$ cat config.mk
export PLATFORM = sky130hd
export DESIGN_NAME = interleave_grid_overlay
export DESIGN_NICKNAME = d
export VERILOG_FILES = /design/src/sv/igo_pkg.sv /design/src/sv/igo_rem.sv /design/src/sv/igo_dp.sv /design/src/sv/igo_ctrl.sv /design/src/sv/interleave_grid_overlay.sv
export VERILOG_INCLUDE_DIRS = /design/src /design/src/sv
export SDC_FILE = /design/constraint.sdc
export NUM_CORES = 2
export LEC_CHECK = 0
export ABC_AREA = 1
export BUFFER_PORTS_ARGS = -buffer_cell sky130_fd_sc_hd__buf_2
export CELL_PAD_IN_SITES_DETAIL_PLACEMENT = 0
export CELL_PAD_IN_SITES_GLOBAL_PLACEMENT = 1
export CORE_MARGIN = 4
export CORE_UTILIZATION = 41
export CTS_CLUSTER_SIZE = 12
export DETAILED_ROUTE_END_ITERATION = 16
export PLACE_DENSITY_LB_ADDON = 0.08
export SLEW_MARGIN = 20
export SYNTH_ARGS = -nofsm -noshare
export SYNTH_HDL_FRONTEND = slang
export SYNTH_SLANG_ARGS = --single-unit
$ cat constraint.sdc
create_clock -name clk -period 6.3 [get_ports clk]
set_input_delay 0 -clock clk [delete_from_list [all_inputs] [get_ports clk]]
set_output_delay 0 -clock clk [all_outputs]
set_load 0.005 [all_outputs]
$ cat src/sv/interleave_grid_overlay_macros.svh
// Assertion macros shared by the grid overlay RTL.
// Expects clk and arst_n in the scope of each use; no other dependencies.
`ifndef INTERLEAVE_GRID_OVERLAY_MACROS_SVH
`define INTERLEAVE_GRID_OVERLAY_MACROS_SVH
`ifndef SYNTHESIS
// same-cycle implication
`define IGO_ASSERT_IMP(lbl, ante, cons, msg) \
	lbl: assert property (@(posedge clk) disable iff (!arst_n) (ante) |-> (cons)) \
		else $error(msg);
// next-cycle implication
`define IGO_ASSERT_NXT(lbl, ante, cons, msg) \
	lbl: assert property (@(posedge clk) disable iff (!arst_n) (ante) |=> (cons)) \
		else $error(msg);
`else
`define IGO_ASSERT_IMP(lbl, ante, cons, msg)
`define IGO_ASSERT_NXT(lbl, ante, cons, msg)
`endif
`endif

$ cat src/sv/igo_pkg.sv
// Shared types and constants for the grid overlay block.
// No dependencies; imported by every module of the block.
`default_nettype none

package igo_pkg;

	localparam int MAX_DIM = 2048;
	localparam int DIM_W   = 12;
	localparam int PER_W   = 11;
	localparam int PIX_W   = 32;
	localparam int ADDR_W  = 5;
	localparam int DATA_W  = 32;
	localparam int SM_W    = 7;
	localparam int CNT_W   = 4;

	// register index (paddr[4:2])
	localparam logic [2:0] REG_MODE      = 3'd0;
	localparam logic [2:0] REG_TARGET_X  = 3'd1;
	localparam logic [2:0] REG_TARGET_Y  = 3'd2;
	localparam logic [2:0] REG_BEAT_X    = 3'd3;
	localparam logic [2:0] REG_BEAT_Y    = 3'd4;
	localparam logic [2:0] REG_COLOR     = 3'd5;
	localparam logic [2:0] REG_BEAT_JUMP = 3'd6;
	localparam logic [2:0] REG_SMOOTHING = 3'd7;

	typedef enum logic [1:0] {
		MODE_OFF     = 2'd0,
		MODE_REPLACE = 2'd1,
		MODE_SAT_ADD = 2'd2,
		MODE_AVERAGE = 2'd3
	} mode_t;

	typedef enum logic [2:0] {
		ST_RUN,
		ST_SM1,
		ST_SM2,
		ST_DIV,
		ST_LOAD,
		ST_EMIT
	} ctrl_state_t;

	typedef struct packed {
		mode_t              mode;
		logic [PER_W-1:0]   target_x;
		logic [PER_W-1:0]   target_y;
		logic [PER_W-1:0]   beat_x;
		logic [PER_W-1:0]   beat_y;
		logic [PIX_W-1:0]   color;
		logic               beat_jump;
		logic [SM_W-1:0]    smoothing;
	} cfg_t;

	// controller -> datapath
	typedef struct packed {
		logic hold;        // latch frame-start word
		logic run_live;    // process live word into output register
		logic pass_live;   // disabled frame start: pass word, drop frame
		logic smooth_mul;  // register smoothing products
		logic smooth_upd;  // update periods, start remainder units
		logic load_frame;  // set up frame counters
		logic run_held;    // process latched word into output register
	} dp_cmd_t;

	// datapath -> controller
	typedef struct packed {
		logic div_busy;
		logic out_busy;
	} dp_stat_t;

endpackage

`default_nettype wire

$ cat src/sv/igo_rem.sv
// Restoring remainder unit: one quotient bit per cycle over the dividend.
// Depends on igo_pkg for the dimension and period widths.
`default_nettype none

module igo_rem
	import igo_pkg::*;
(
	input  wire logic               clk,
	input  wire logic               arst_n,
	input  wire logic               start,
	input  wire logic [DIM_W-1:0]   dividend,
	input  wire logic [PER_W-1:0]   divisor,
	output logic                    busy,
	output logic [PER_W-1:0]        rem
);

	logic               busy_q;
	logic [CNT_W-1:0]   cnt_q;
	logic [DIM_W-1:0]   dvd_q;
	logic [PER_W-1:0]   dsr_q;
	logic [PER_W-1:0]   rem_q;
	logic [PER_W:0]     trial;
	logic [PER_W:0]     diff;

	// shift in next dividend bit, subtract when it fits
	always_comb begin
		trial = {rem_q, dvd_q[DIM_W-1]};
		diff  = trial - {1'b0, dsr_q};
	end

	always_ff @(posedge clk or negedge arst_n) begin
		if (!arst_n) begin
			busy_q <= 1'b0;
			cnt_q  <= '0;
		end else if (start) begin
			busy_q <= 1'b1;
			cnt_q  <= CNT_W'(DIM_W);
		end else if (busy_q) begin
			cnt_q <= cnt_q - 1'b1;
			if (cnt_q == CNT_W'(1)) busy_q <= 1'b0;
		end
	end

	always_ff @(posedge clk) begin
		if (start) begin
			dvd_q <= dividend;
			dsr_q <= divisor;
			rem_q <= '0;
		end else if (busy_q) begin
			dvd_q <= {dvd_q[DIM_W-2:0], 1'b0};
			rem_q <= (trial >= {1'b0, dsr_q}) ? diff[PER_W-1:0] : trial[PER_W-1:0];
		end
	end

	assign busy = busy_q;
	assign rem  = rem_q;

endmodule

`default_nettype wire

$ cat src/sv/igo_dp.sv
// Datapath: period smoothing, remainder units, stripe counters, blend, output register.
// Depends on igo_pkg, igo_rem and the assertion macros header.
`default_nettype none
`include "interleave_grid_overlay_macros.svh"

module igo_dp
	import igo_pkg::*;
(
	input  wire logic               clk,
	input  wire logic               arst_n,
	input  wire cfg_t               cfg,
	input  wire dp_cmd_t            cmd,
	output dp_stat_t                stat,
	input  wire logic [PIX_W-1:0]   pixel_in,
	input  wire logic               beat,
	input  wire logic [DIM_W-1:0]   frame_width,
	input  wire logic [DIM_W-1:0]   frame_height,
	output logic                    out_valid,
	input  wire logic               out_stall,
	output logic [PIX_W-1:0]        pixel_out
);

	function automatic logic [DIM_W-1:0] clamp_dim(input logic [DIM_W-1:0] v);
		if (v == '0) return DIM_W'(1);
		if (v > DIM_W'(MAX_DIM)) return DIM_W'(MAX_DIM);
		return v;
	endfunction

	function automatic logic [PIX_W-1:0] sat_add(input logic [PIX_W-1:0] a,
		input logic [PIX_W-1:0] b);
		logic [PIX_W-1:0] r;
		logic [8:0]       c;
		r = '0;
		for (int i = 0; i < PIX_W / 8; i++) begin
			c = {1'b0, a[8*i +: 8]} + {1'b0, b[8*i +: 8]};
			r[8*i +: 8] = c[8] ? 8'hFF : c[7:0];
		end
		return r;
	endfunction

	// frame state
	logic signed [PER_W-1:0] smoothed_x_q, smoothed_y_q;
	logic signed [PER_W-1:0] period_x_q, period_y_q;
	logic                    frame_active_q;
	logic [PER_W-1:0]        fco_q;
	logic [DIM_W-1:0]        lwidth_q;
	logic [PER_W-1:0]        row_phase_q;
	logic                    row_open_q;
	logic [DIM_W-1:0]        col_pos_q;
	logic [DIM_W-1:0]        col_rem_q;
	logic                    col_skip_q;

	// latched frame-start word
	logic [PIX_W-1:0]        hold_pix_q;
	logic [DIM_W-1:0]        hold_w_q, hold_h_q;
	logic                    hold_beat_q;

	// smoothing products
	logic signed [21:0]      prod_cx_q, prod_cy_q;
	logic signed [18:0]      prod_tx_q, prod_ty_q;

	logic                    out_valid_q;
	logic [PIX_W-1:0]        pixel_out_q;

	// smoothing weights
	logic [SM_W-1:0]         k;
	logic [9:0]              wc;
	logic signed [10:0]      wc_s;
	logic signed [7:0]       wt_s;
	logic signed [21:0]      prod_cx, prod_cy;
	logic signed [18:0]      prod_tx, prod_ty;

	always_comb begin
		k    = (cfg.smoothing > SM_W'(64)) ? SM_W'(64) : cfg.smoothing;
		wc   = 10'(k) + 10'd448;
		wc_s = $signed({1'b0, wc});
		wt_s = $signed({1'b0, SM_W'(64) - k});
	end

	assign prod_cx = smoothed_x_q * wc_s;
	assign prod_cy = smoothed_y_q * wc_s;
	assign prod_tx = $signed(cfg.target_x) * wt_s;
	assign prod_ty = $signed(cfg.target_y) * wt_s;

	// sum, divide by 512 toward zero, beat override
	logic signed [22:0]      sum_x, sum_y, adj_x, adj_y, shr_x, shr_y;
	logic signed [PER_W-1:0] new_x, new_y;
	logic                    jump;

	always_comb begin
		sum_x = prod_cx_q + prod_tx_q;
		sum_y = prod_cy_q + prod_ty_q;
		adj_x = sum_x[22] ? sum_x + 23'sd511 : sum_x;
		adj_y = sum_y[22] ? sum_y + 23'sd511 : sum_y;
		shr_x = adj_x >>> 9;
		shr_y = adj_y >>> 9;
		jump  = hold_beat_q && cfg.beat_jump;
		new_x = jump ? $signed(cfg.beat_x) : shr_x[PER_W-1:0];
		new_y = jump ? $signed(cfg.beat_y) : shr_y[PER_W-1:0];
	end

	// remainder units for the stripe offsets
	logic             busy_x, busy_y;
	logic [PER_W-1:0] rem_x, rem_y;

	igo_rem u_rem_x (
		.clk      (clk),
		.arst_n   (arst_n),
		.start    (cmd.smooth_upd),
		.dividend (hold_w_q),
		.divisor  (new_x),
		.busy     (busy_x),
		.rem      (rem_x)
	);

	igo_rem u_rem_y (
		.clk      (clk),
		.arst_n   (arst_n),
		.start    (cmd.smooth_upd),
		.dividend (hold_h_q),
		.divisor  (new_y),
		.busy     (busy_y),
		.rem      (rem_y)
	);

	// per-word stripe step
	logic [PIX_W-1:0] pix_src;
	logic             step_en, load_out;
	logic [PER_W-1:0] tx, ty;
	logic             col0;
	logic [PER_W:0]   rp_inc;
	logic [PER_W-1:0] row_phase_d;
	logic             row_open_d;
	logic [DIM_W-1:0] cr_eff, cr_dec, col_rem_d;
	logic             skip_eff, col_skip_d;
	logic             covered;
	logic [DIM_W:0]   cp_inc;
	logic [DIM_W-1:0] col_pos_d;
	logic [PIX_W-1:0] blend, res;

	always_comb begin
		pix_src  = cmd.run_held ? hold_pix_q : pixel_in;
		step_en  = (cmd.run_live || cmd.run_held) && frame_active_q;
		load_out = cmd.run_live || cmd.run_held || cmd.pass_live;
		tx       = period_x_q;
		ty       = period_y_q;
		col0     = (col_pos_q == '0);

		// row band at row start
		rp_inc      = {1'b0, row_phase_q} + 1'b1;
		row_phase_d = row_phase_q;
		row_open_d  = row_open_q;
		if (col0 && ty != '0) begin
			if (rp_inc >= {1'b0, ty}) begin
				row_open_d  = !row_open_q;
				row_phase_d = '0;
			end else begin
				row_phase_d = rp_inc[PER_W-1:0];
			end
		end

		cr_eff   = col0 ? ({1'b0, tx} - {1'b0, fco_q}) : col_rem_q;
		skip_eff = col0 ? 1'b0 : col_skip_q;
		covered  = !row_open_d || (tx != '0 && !skip_eff);

		// column run countdown
		col_rem_d  = cr_eff;
		col_skip_d = skip_eff;
		cr_dec     = (cr_eff != '0) ? cr_eff - 1'b1 : cr_eff;
		if (tx != '0) begin
			col_rem_d = cr_dec;
			if (cr_dec == '0) begin
				col_skip_d = !skip_eff;
				col_rem_d  = {1'b0, tx};
			end
		end

		cp_inc    = {1'b0, col_pos_q} + 1'b1;
		col_pos_d = (cp_inc >= {1'b0, lwidth_q}) ? '0 : cp_inc[DIM_W-1:0];

		case (cfg.mode)
			MODE_REPLACE: blend = cfg.color;
			MODE_SAT_ADD: blend = sat_add(pix_src, cfg.color);
			MODE_AVERAGE: blend = ((pix_src >> 1) & 32'h7F7F7F7F)
				+ ((cfg.color >> 1) & 32'h7F7F7F7F);
			default:      blend = pix_src;
		endcase
		res = (step_en && covered) ? blend : pix_src;
	end

	// frame state registers
	always_ff @(posedge clk or negedge arst_n) begin
		if (!arst_n) begin
			smoothed_x_q   <= PER_W'(1);
			smoothed_y_q   <= PER_W'(1);
			period_x_q     <= '0;
			period_y_q     <= '0;
			frame_active_q <= 1'b0;
			fco_q          <= '0;
			lwidth_q       <= '0;
			row_phase_q    <= '0;
			row_open_q     <= 1'b0;
			col_pos_q      <= '0;
			col_rem_q      <= '0;
			col_skip_q     <= 1'b0;
		end else begin
			if (cmd.hold || cmd.pass_live) frame_active_q <= 1'b0;
			if (cmd.smooth_upd) begin
				smoothed_x_q <= new_x;
				smoothed_y_q <= new_y;
				period_x_q   <= new_x;
				period_y_q   <= new_y;
			end
			if (cmd.load_frame) begin
				lwidth_q       <= hold_w_q;
				fco_q          <= (period_x_q > 0) ? {1'b0, rem_x[PER_W-1:1]} : '0;
				row_phase_q    <= (period_y_q > 0) ? {1'b0, rem_y[PER_W-1:1]} : '0;
				row_open_q     <= (period_y_q == '0);
				col_pos_q      <= '0;
				col_rem_q      <= '0;
				col_skip_q     <= 1'b0;
				frame_active_q <= !period_x_q[PER_W-1] && !period_y_q[PER_W-1];
			end
			if (step_en) begin
				row_phase_q <= row_phase_d;
				row_open_q  <= row_open_d;
				col_rem_q   <= col_rem_d;
				col_skip_q  <= col_skip_d;
				col_pos_q   <= col_pos_d;
			end
		end
	end

	// latched word and products
	always_ff @(posedge clk) begin
		if (cmd.hold) begin
			hold_pix_q  <= pixel_in;
			hold_w_q    <= clamp_dim(frame_width);
			hold_h_q    <= clamp_dim(frame_height);
			hold_beat_q <= beat;
		end
		if (cmd.smooth_mul) begin
			prod_cx_q <= prod_cx;
			prod_cy_q <= prod_cy;
			prod_tx_q <= prod_tx;
			prod_ty_q <= prod_ty;
		end
	end

	// output register
	always_ff @(posedge clk or negedge arst_n) begin
		if (!arst_n) begin
			out_valid_q <= 1'b0;
		end else if (load_out) begin
			out_valid_q <= 1'b1;
		end else if (!out_stall) begin
			out_valid_q <= 1'b0;
		end
	end

	always_ff @(posedge clk) begin
		if (load_out) pixel_out_q <= res;
	end

	assign out_valid     = out_valid_q;
	assign pixel_out     = pixel_out_q;
	assign stat.div_busy = busy_x || busy_y;
	assign stat.out_busy = out_valid_q && out_stall;

	`IGO_ASSERT_NXT(a_out_loaded, load_out, out_valid_q, "output word not registered")
	`IGO_ASSERT_IMP(a_row_phase_bound, frame_active_q && !period_y_q[PER_W-1] && period_y_q != '0, row_phase_q < period_y_q, "row phase past period")
	`IGO_ASSERT_IMP(a_col_rem_bound, frame_active_q && !period_x_q[PER_W-1], col_rem_q <= {1'b0, period_x_q}, "column run count past period")

endmodule

`default_nettype wire

$ cat src/sv/igo_ctrl.sv
// Controller: frame-start sequencing and input handshake for the overlay datapath.
// Depends on igo_pkg and the assertion macros header.
`default_nettype none
`include "interleave_grid_overlay_macros.svh"

module igo_ctrl
	import igo_pkg::*;
(
	input  wire logic     clk,
	input  wire logic     arst_n,
	input  wire logic     in_valid,
	output logic          in_stall,
	input  wire logic     frame_start,
	input  wire logic     mode_on,
	input  wire dp_stat_t stat,
	output dp_cmd_t       cmd
);

	ctrl_state_t state_q, state_d;

	always_ff @(posedge clk or negedge arst_n) begin
		if (!arst_n) state_q <= ST_RUN;
		else         state_q <= state_d;
	end

	// next state and datapath commands
	always_comb begin
		state_d  = state_q;
		cmd      = '0;
		in_stall = 1'b1;
		case (state_q)
			ST_RUN: begin
				in_stall = stat.out_busy;
				if (in_valid && !stat.out_busy) begin
					if (frame_start && mode_on) begin
						cmd.hold = 1'b1;
						state_d  = ST_SM1;
					end else if (frame_start) begin
						cmd.pass_live = 1'b1;
					end else begin
						cmd.run_live = 1'b1;
					end
				end
			end
			ST_SM1: begin
				cmd.smooth_mul = 1'b1;
				state_d        = ST_SM2;
			end
			ST_SM2: begin
				cmd.smooth_upd = 1'b1;
				state_d        = ST_DIV;
			end
			ST_DIV: begin
				if (!stat.div_busy) state_d = ST_LOAD;
			end
			ST_LOAD: begin
				cmd.load_frame = 1'b1;
				state_d        = ST_EMIT;
			end
			ST_EMIT: begin
				if (!stat.out_busy) begin
					cmd.run_held = 1'b1;
					state_d      = ST_RUN;
				end
			end
			default: state_d = ST_RUN;
		endcase
	end

	`IGO_ASSERT_IMP(a_accept_in_run, in_valid && !in_stall, state_q == ST_RUN, "word taken outside run state")
	`IGO_ASSERT_NXT(a_fs_sequence, state_q == ST_RUN && in_valid && !in_stall && frame_start && mode_on, state_q == ST_SM1, "frame start did not enter smoothing")
	`IGO_ASSERT_NXT(a_div_started, state_q == ST_SM2, stat.div_busy, "remainder units not started")

endmodule

`default_nettype wire

$ cat src/sv/interleave_grid_overlay.sv
// Top level of the grid stripe overlay: APB register file, controller and datapath.
// Depends on igo_pkg, igo_ctrl, igo_dp (and igo_rem below it).
`default_nettype none

// Grid stripe overlay on a raster pixel stream. Ordinary pixels are taken one per
// clock unless the output register is stalled, and appear in the output register
// in the next cycle. A frame-start pixel with the overlay enabled goes through period
// smoothing (multiply, then add and scale), 12 bit steps in the bit-serial remainder
// units that find the stripe offsets from the frame size, a wait for them to finish,
// frame setup and the pixel itself. in_stall is held high through this sequence, and
// longer while the output register is stalled. With mode 0 a frame start passes through.
// Registers sit at byte addresses 4*i: mode, target_x, target_y, beat_x, beat_y,
// overlay_color, beat_jump, smoothing; write them only while the block is idle.

module interleave_grid_overlay
	import igo_pkg::*;
(
	input  wire logic               clk,
	input  wire logic               arst_n,
	// APB configuration port
	input  wire logic               psel,
	input  wire logic               penable,
	input  wire logic               pwrite,
	input  wire logic [ADDR_W-1:0]  paddr,
	input  wire logic [DATA_W-1:0]  pwdata,
	output logic [DATA_W-1:0]       prdata,
	output logic                    pready,
	// input words
	input  wire logic               in_valid,
	output logic                    in_stall,
	input  wire logic [PIX_W-1:0]   pixel_in,
	input  wire logic               frame_start,
	input  wire logic               beat,
	input  wire logic [DIM_W-1:0]   frame_width,
	input  wire logic [DIM_W-1:0]   frame_height,
	// output words
	output logic                    out_valid,
	input  wire logic               out_stall,
	output logic [PIX_W-1:0]        pixel_out
);

	cfg_t       cfg_q;
	logic [2:0] reg_idx;
	logic       wr_en;
	dp_cmd_t    cmd;
	dp_stat_t   stat;

	assign pready  = 1'b1;
	assign reg_idx = paddr[4:2];
	assign wr_en   = psel && penable && pwrite;

	// register writes
	always_ff @(posedge clk or negedge arst_n) begin
		if (!arst_n) begin
			cfg_q.mode      <= MODE_REPLACE;
			cfg_q.target_x  <= PER_W'(1);
			cfg_q.target_y  <= PER_W'(1);
			cfg_q.beat_x    <= PER_W'(1);
			cfg_q.beat_y    <= PER_W'(1);
			cfg_q.color     <= '0;
			cfg_q.beat_jump <= 1'b0;
			cfg_q.smoothing <= SM_W'(4);
		end else if (wr_en) begin
			case (reg_idx)
				REG_MODE:      cfg_q.mode      <= mode_t'(pwdata[1:0]);
				REG_TARGET_X:  cfg_q.target_x  <= pwdata[PER_W-1:0];
				REG_TARGET_Y:  cfg_q.target_y  <= pwdata[PER_W-1:0];
				REG_BEAT_X:    cfg_q.beat_x    <= pwdata[PER_W-1:0];
				REG_BEAT_Y:    cfg_q.beat_y    <= pwdata[PER_W-1:0];
				REG_COLOR:     cfg_q.color     <= pwdata[PIX_W-1:0];
				REG_BEAT_JUMP: cfg_q.beat_jump <= pwdata[0];
				REG_SMOOTHING: cfg_q.smoothing <= pwdata[SM_W-1:0];
				default: ;
			endcase
		end
	end

	// register reads
	always_comb begin
		case (reg_idx)
			REG_MODE:      prdata = {{(DATA_W-2){1'b0}}, cfg_q.mode};
			REG_TARGET_X:  prdata = {{(DATA_W-PER_W){1'b0}}, cfg_q.target_x};
			REG_TARGET_Y:  prdata = {{(DATA_W-PER_W){1'b0}}, cfg_q.target_y};
			REG_BEAT_X:    prdata = {{(DATA_W-PER_W){1'b0}}, cfg_q.beat_x};
			REG_BEAT_Y:    prdata = {{(DATA_W-PER_W){1'b0}}, cfg_q.beat_y};
			REG_COLOR:     prdata = cfg_q.color;
			REG_BEAT_JUMP: prdata = {{(DATA_W-1){1'b0}}, cfg_q.beat_jump};
			REG_SMOOTHING: prdata = {{(DATA_W-SM_W){1'b0}}, cfg_q.smoothing};
			default:       prdata = '0;
		endcase
	end

	igo_ctrl u_ctrl (
		.clk         (clk),
		.arst_n      (arst_n),
		.in_valid    (in_valid),
		.in_stall    (in_stall),
		.frame_start (frame_start),
		.mode_on     (cfg_q.mode != MODE_OFF),
		.stat        (stat),
		.cmd         (cmd)
	);

	igo_dp u_dp (
		.clk          (clk),
		.arst_n       (arst_n),
		.cfg          (cfg_q),
		.cmd          (cmd),
		.stat         (stat),
		.pixel_in     (pixel_in),
		.beat         (beat),
		.frame_width  (frame_width),
		.frame_height (frame_height),
		.out_valid    (out_valid),
		.out_stall    (out_stall),
		.pixel_out    (pixel_out)
	);

endmodule

`default_nettype wire
# == Word level (Yosys, flattened, before mapping) ==
# Cells that the tools add are included.
# word_totals
out_inout_bits,67
register_bits,444
elab_cells,234
input_bits,102
# op_classes
n_addsub,19
reduce_logical,47
order_cmp,9
n_mul,4
n_eq_ne,23
mux,91
# ops
operator,count
$pmux 32 s8,1
$mux 12,20
$pmux 32 s3,1
$mux 11,8
$mux 32,2
$logic_not 12->1,4
$add 22x19->23,2
$mul 11x11->22,2
$add 20x10->20 const B,2
$mux 20,2
$mul 11x8->19,2
$mux 1,38
$add 8x8->9,4
$ge 12x11->1,3
$add 31x31->32,1
$mux 8,4
$gt 12x12->1 const B,2
$gt 11x1->1 const B,2
$reduce_bool 11->1,2
$sub 11x11->11,2
$mux 10,2
$eq 3x3->1 const B,6
$mux 3,6
$pmux 3 s6,1
28 further kinds,74

# == Logic depth before layout (Yosys ltp) ==
# depth
word_depth,10
depth_mapped,36
depth_no_buf,33

# == Modules after synthesis ==
# A second synthesis with hierarchy kept.
# unflattened
cells_unflattened,5156
hier_area_um2,40681.5
# modules_own_cells
module,area_per_inst_um2,instances,cells_each,seq_area_each_um2
igo_dp,31547.8,1,4016,7264.5
igo_rem,2384.8,2,307,1036.0
interleave_grid_overlay,4106.4,1,487,2159.6
igo_ctrl,257.7,1,39,75.1

# == Worst setup path before layout ==
# No wires, ideal clock.
# synth_timing
path_type,reg2reg
from,reg u_ctrl.state_q[2]
to,reg u_dp.prod_cx_q[0] (enable)
synth_period_minus_slack_ns,6.746
slack_ns,-0.446
setup_time_ns,0.625
n_path_buf,1
required_ns,5.675
path_stages_with_launch,3
arrival_ns,6.121
cell_sequence,dfrtp_1 buf_2 nor3_1
# synth_via
elab_chain_cells,2
# synth_rtl
element,line_no,text
from (decl),igo_ctrl.sv:19,"ctrl_state_t state_q, state_d;"
from (signal assigned),igo_ctrl.sv:23,else state_q <= state_d;
$eq 3x1->1,igo_ctrl.sv:31,case (state_q)
$mux 1,igo_ctrl.sv:31,
to (signal assigned),igo_dp.sv:243,prod_cx_q <= prod_cx;
to (decl),igo_dp.sv:59,"logic signed [21:0] prod_cx_q, prod_cy_q;"
# Every way passes these cells.
# A chain may end at the register's enable or synchronous reset.

# == Worst setup path after layout ==
# layout_timing
from,reg cfg_q[6] in the netlist's numbering
to,reg u_dp.prod_cx_q[18] (data pin)
# layout_via
elab_chain_cells,4
# layout_rtl
element,line_no,text
from (decl),interleave_grid_overlay.sv:42,cfg_t cfg_q;
$gt 7x7->1,igo_dp.sv:74,k = (cfg.smoothing > SM_W'(64)) ? SM_W'(64) : cfg.smoothing;
$mux 7 (*),igo_dp.sv:74,
$add 7x9->10 (*),igo_dp.sv:75,wc = 10'(k) + 10'd448;
$mul 11x11->22 (*),igo_dp.sv:80,assign prod_cx = smoothed_x_q * wc_s;
named net u_dp.prod_cx[18],igo_dp.sv:70,"logic signed [21:0] prod_cx, prod_cy;"
# The timed path passes the listed nets; every way through them passes the cells marked *.

==> run summary <==
CTS tree: yes
vias in the first global route: 31.8k
Worst-Skew Late Latency: 650 ps
DRT iter0 DRCs: 1856
clk root buf: clkbuf_16
type of origin of the critical path: flop
clk sink count: 423
initial antenna violation count: 1
HPWL Detailed: 89.4 mm
Synth Warn #: 0
cell taking the most area after synthesis: fa_1
DR vias: 31.6k
Yosys cell types: 62
RSZ-0062 raised after global routing: false
Die Wd: 317 microns
status: finished, final reports clean
relative slew slack: 27.9%
count leader, synth: inv_1
die footprint: 101000 sq um
htree depth: 2
Worst EP arrival: 6250 ps
Area contributors post-synth: fa_1 (17%), edfxtp_1 (17%), dfrtp_1 (11%), ha_1 (10%), inv_1 (9.7%)
slowest CP cell: fa_1
pin count of the biggest net entering global routing: 97
Fin. Hold Viols: 0
cell family with most CP delay: adder cells
final worst path period share: 93.8%
top-area cell type share of the netlist area: 16.9%
final setup skew: 53.6 ps
crit path cell chain: nor2_2, clkinv_1, nor2_1, inv_1, fa_1, inv_1, fa_1, inv_1, fa_1, inv_1, fa_1, inv_1, fa_1, inv_1, ha_1, a21oi_1, o21ai_0, a31oi_1, inv_1, a21oi_1, o21ai_0, xor2_1
slew at the pin with the worst max-slew slack: 1080 ps
Core ar.: 94900 sq um
Post-Syn Area: 39200 sq um
setup TNS: 0 ps
Critical Path Max Stage Delay: 620 ps
CTS max path bufs: 3
# setup viols final: 0
main flop type after synthesis: edfxtp_1
FILL cells: 9480
Place WS: 149 ps
die span in y: 317 microns
Synth async-reset ratio: 43.5%
synth cell count leaders: inv_1 (1013), nand2_1 (889), nor2_1 (390)
first-pass GRT wire length: 179 mm
# Max-Cap Violations: 0
ANT nets after route: 0
vias per cell: 4.92
Area Overhead vs Synth: 14.7%
routed len/inst: 17.7 microns
post-synthesis sequential area ratio: 29.5%
crit-path max FO: 9
Crit path top cell by count: inv_1
synthesized flop and latch total: 423
gp weighted congestion: 0.864
Row Count: 113
CP required: 6640 ps
DRC: 0
Overall Global Routing Usage: 22.8%
crit path kind: reg -> reg
count of input and output buffers: 165
Inserted Clock Buffers: 53
grt ovf: 0
critical path endpoint category: flop
share of layout cells above drive strength 1: 8.07%
final worst slack: 392 ps
synthesized area per cell: 8.16 sq um
count of pins over their slew limit: 0
CP bufs+invs: 8
EDFF count, synth: 217
1st-pass router iterations: 6
Initial Util: 41.3%
Worst-path clk slew: 60 ps
io pins: 169
fin crit period: 5910 ps
Hold Path Class: in -> reg
final net count: 5859
wirelength, routed: 114 mm
Synth Instances: 4801
FMAX: 0.169 GHz
-- routing by layer --
layer,track usage (%),share of wire (%)
met5,0,0.011
met4,6.06,2.6
met3,2.72,4.2
met2,37.8,46
met1,31.9,47
-- cell type report --
class / count / area (sq um) / area share [%]
inverters: 1031 / 3870 / 8.61
repair buffers: 372 / 2740 / 6.10
clock inverters: 30 / 375 / 0.835
flip-flops and latches: 423 / 11600 / 25.8
clock buffers: 70 / 1450 / 3.23
well taps: 1265 / 1580 / 3.52
multi-input cells: 3232 / 23300 / 51.9
diodes: 1 / 2.50 / 0.00557
-- final timing paths --
kind	from	to	slack, ps	cells after the start
max reg2reg	cfg_q[6]	u_dp.prod_cx_q[18]	390	22
max in group asynchronous	arst_n	cfg_q[35]	4700	4
min	pixel_in[23]	u_dp.hold_pix_q[23]	80	2
min in group asynchronous	arst_n	cfg_q[36]	500	3
min reg2reg	u_dp.col_rem_q[10]	u_dp.col_rem_q[10]	470	2
max	cfg_q[6]	u_dp.prod_cx_q[18]	390	22
-- metrics by stage --
step	instances	instance area (sq um)	util [%]	hold WS [ps]
after global routing	6423	44900	47.4	62.7
final	6424	44900	47.4	78.8
after floorplan	4807	39200	-	-296
after CTS	6423	44900	47.3	28.5
after detailed placement	6203	41900	44.1	95.1
after global placement	6203	41900	44.1	96.2
-- registers in the layout, summed over array words and instances, names as in the netlist, 12 cells and up --
name                cells
cfg_q                  86
u_dp.hold_pix_q        32
u_dp.pixel_out         32
u_dp.prod_cx_q         22
u_dp.prod_cy_q         22
u_dp.prod_tx_q         19
u_dp.prod_ty_q         19
u_dp.col_pos_q         12
u_dp.col_rem_q         12
u_dp.hold_h_q          12
u_dp.hold_w_q          12
u_dp.lwidth_q          12
u_dp.u_rem_x.dvd_q     12
u_dp.u_rem_y.dvd_q     12
-- layout by cell type, fill, tap and decap left out, types with 19 or more instances in the layout --
cell and count:
dfrtp_1 175, nand2_1 887, dlygate4sd3_1 120, ha_1 314
o21ai_0 350, buf_2 164, edfxtp_1 217, inv_1 1012
o22ai_1 40, dfxtp_1 22, clkbuf_16 54, fa_1 330
xnor2_1 62, buf_4 83, nor3_1 40, o211ai_1 22
nor2_1 383, nand4_1 34, xor2_1 125, a21oi_1 244
a31oi_1 28, and2_1 19, nand3_1 163
-- kinds of logic after synthesis --
| family | after synthesis | synth area share (%) |
|---|---|---|
| xor+xnor | 188 | 4.20 |
| other cells | 2 | 0.0192 |
| buf+inv | 1152 | 11.1 |
| compound gates | 788 | 11.1 |
| simple gates | 1604 | 17.1 |
| flops | 423 | 29.5 |
| fa+ha+maj | 644 | 26.9 |
-- worst reg2reg max path, cell delays in order, from the launching register on --
cell      delay [ps]
dfrtp_2          490
nor2_2           210
clkinv_1         230
nor2_1           240
inv_1            130
fa_1             620
inv_1            140
fa_1             500
inv_1             50
fa_1             470
inv_1             50
fa_1             530
inv_1             50
fa_1             530
inv_1             50
ha_1             340
a21oi_1          160
o21ai_0          120
a31oi_1          250
inv_1             70
a21oi_1          110
o21ai_0          100
xor2_1           150
-- repair_timing --
action | CTS | global route
gates resized for setup | 0 | 14
hold endpoints to repair | 265 | 0
hold buffers | 120 | 0
setup buffers | 0 | 0
setup endpoints to repair | 0 | 10
Power is not shown: default switching activity piles up to over one toggle a cycle in this logic, so the estimate is an artifact.
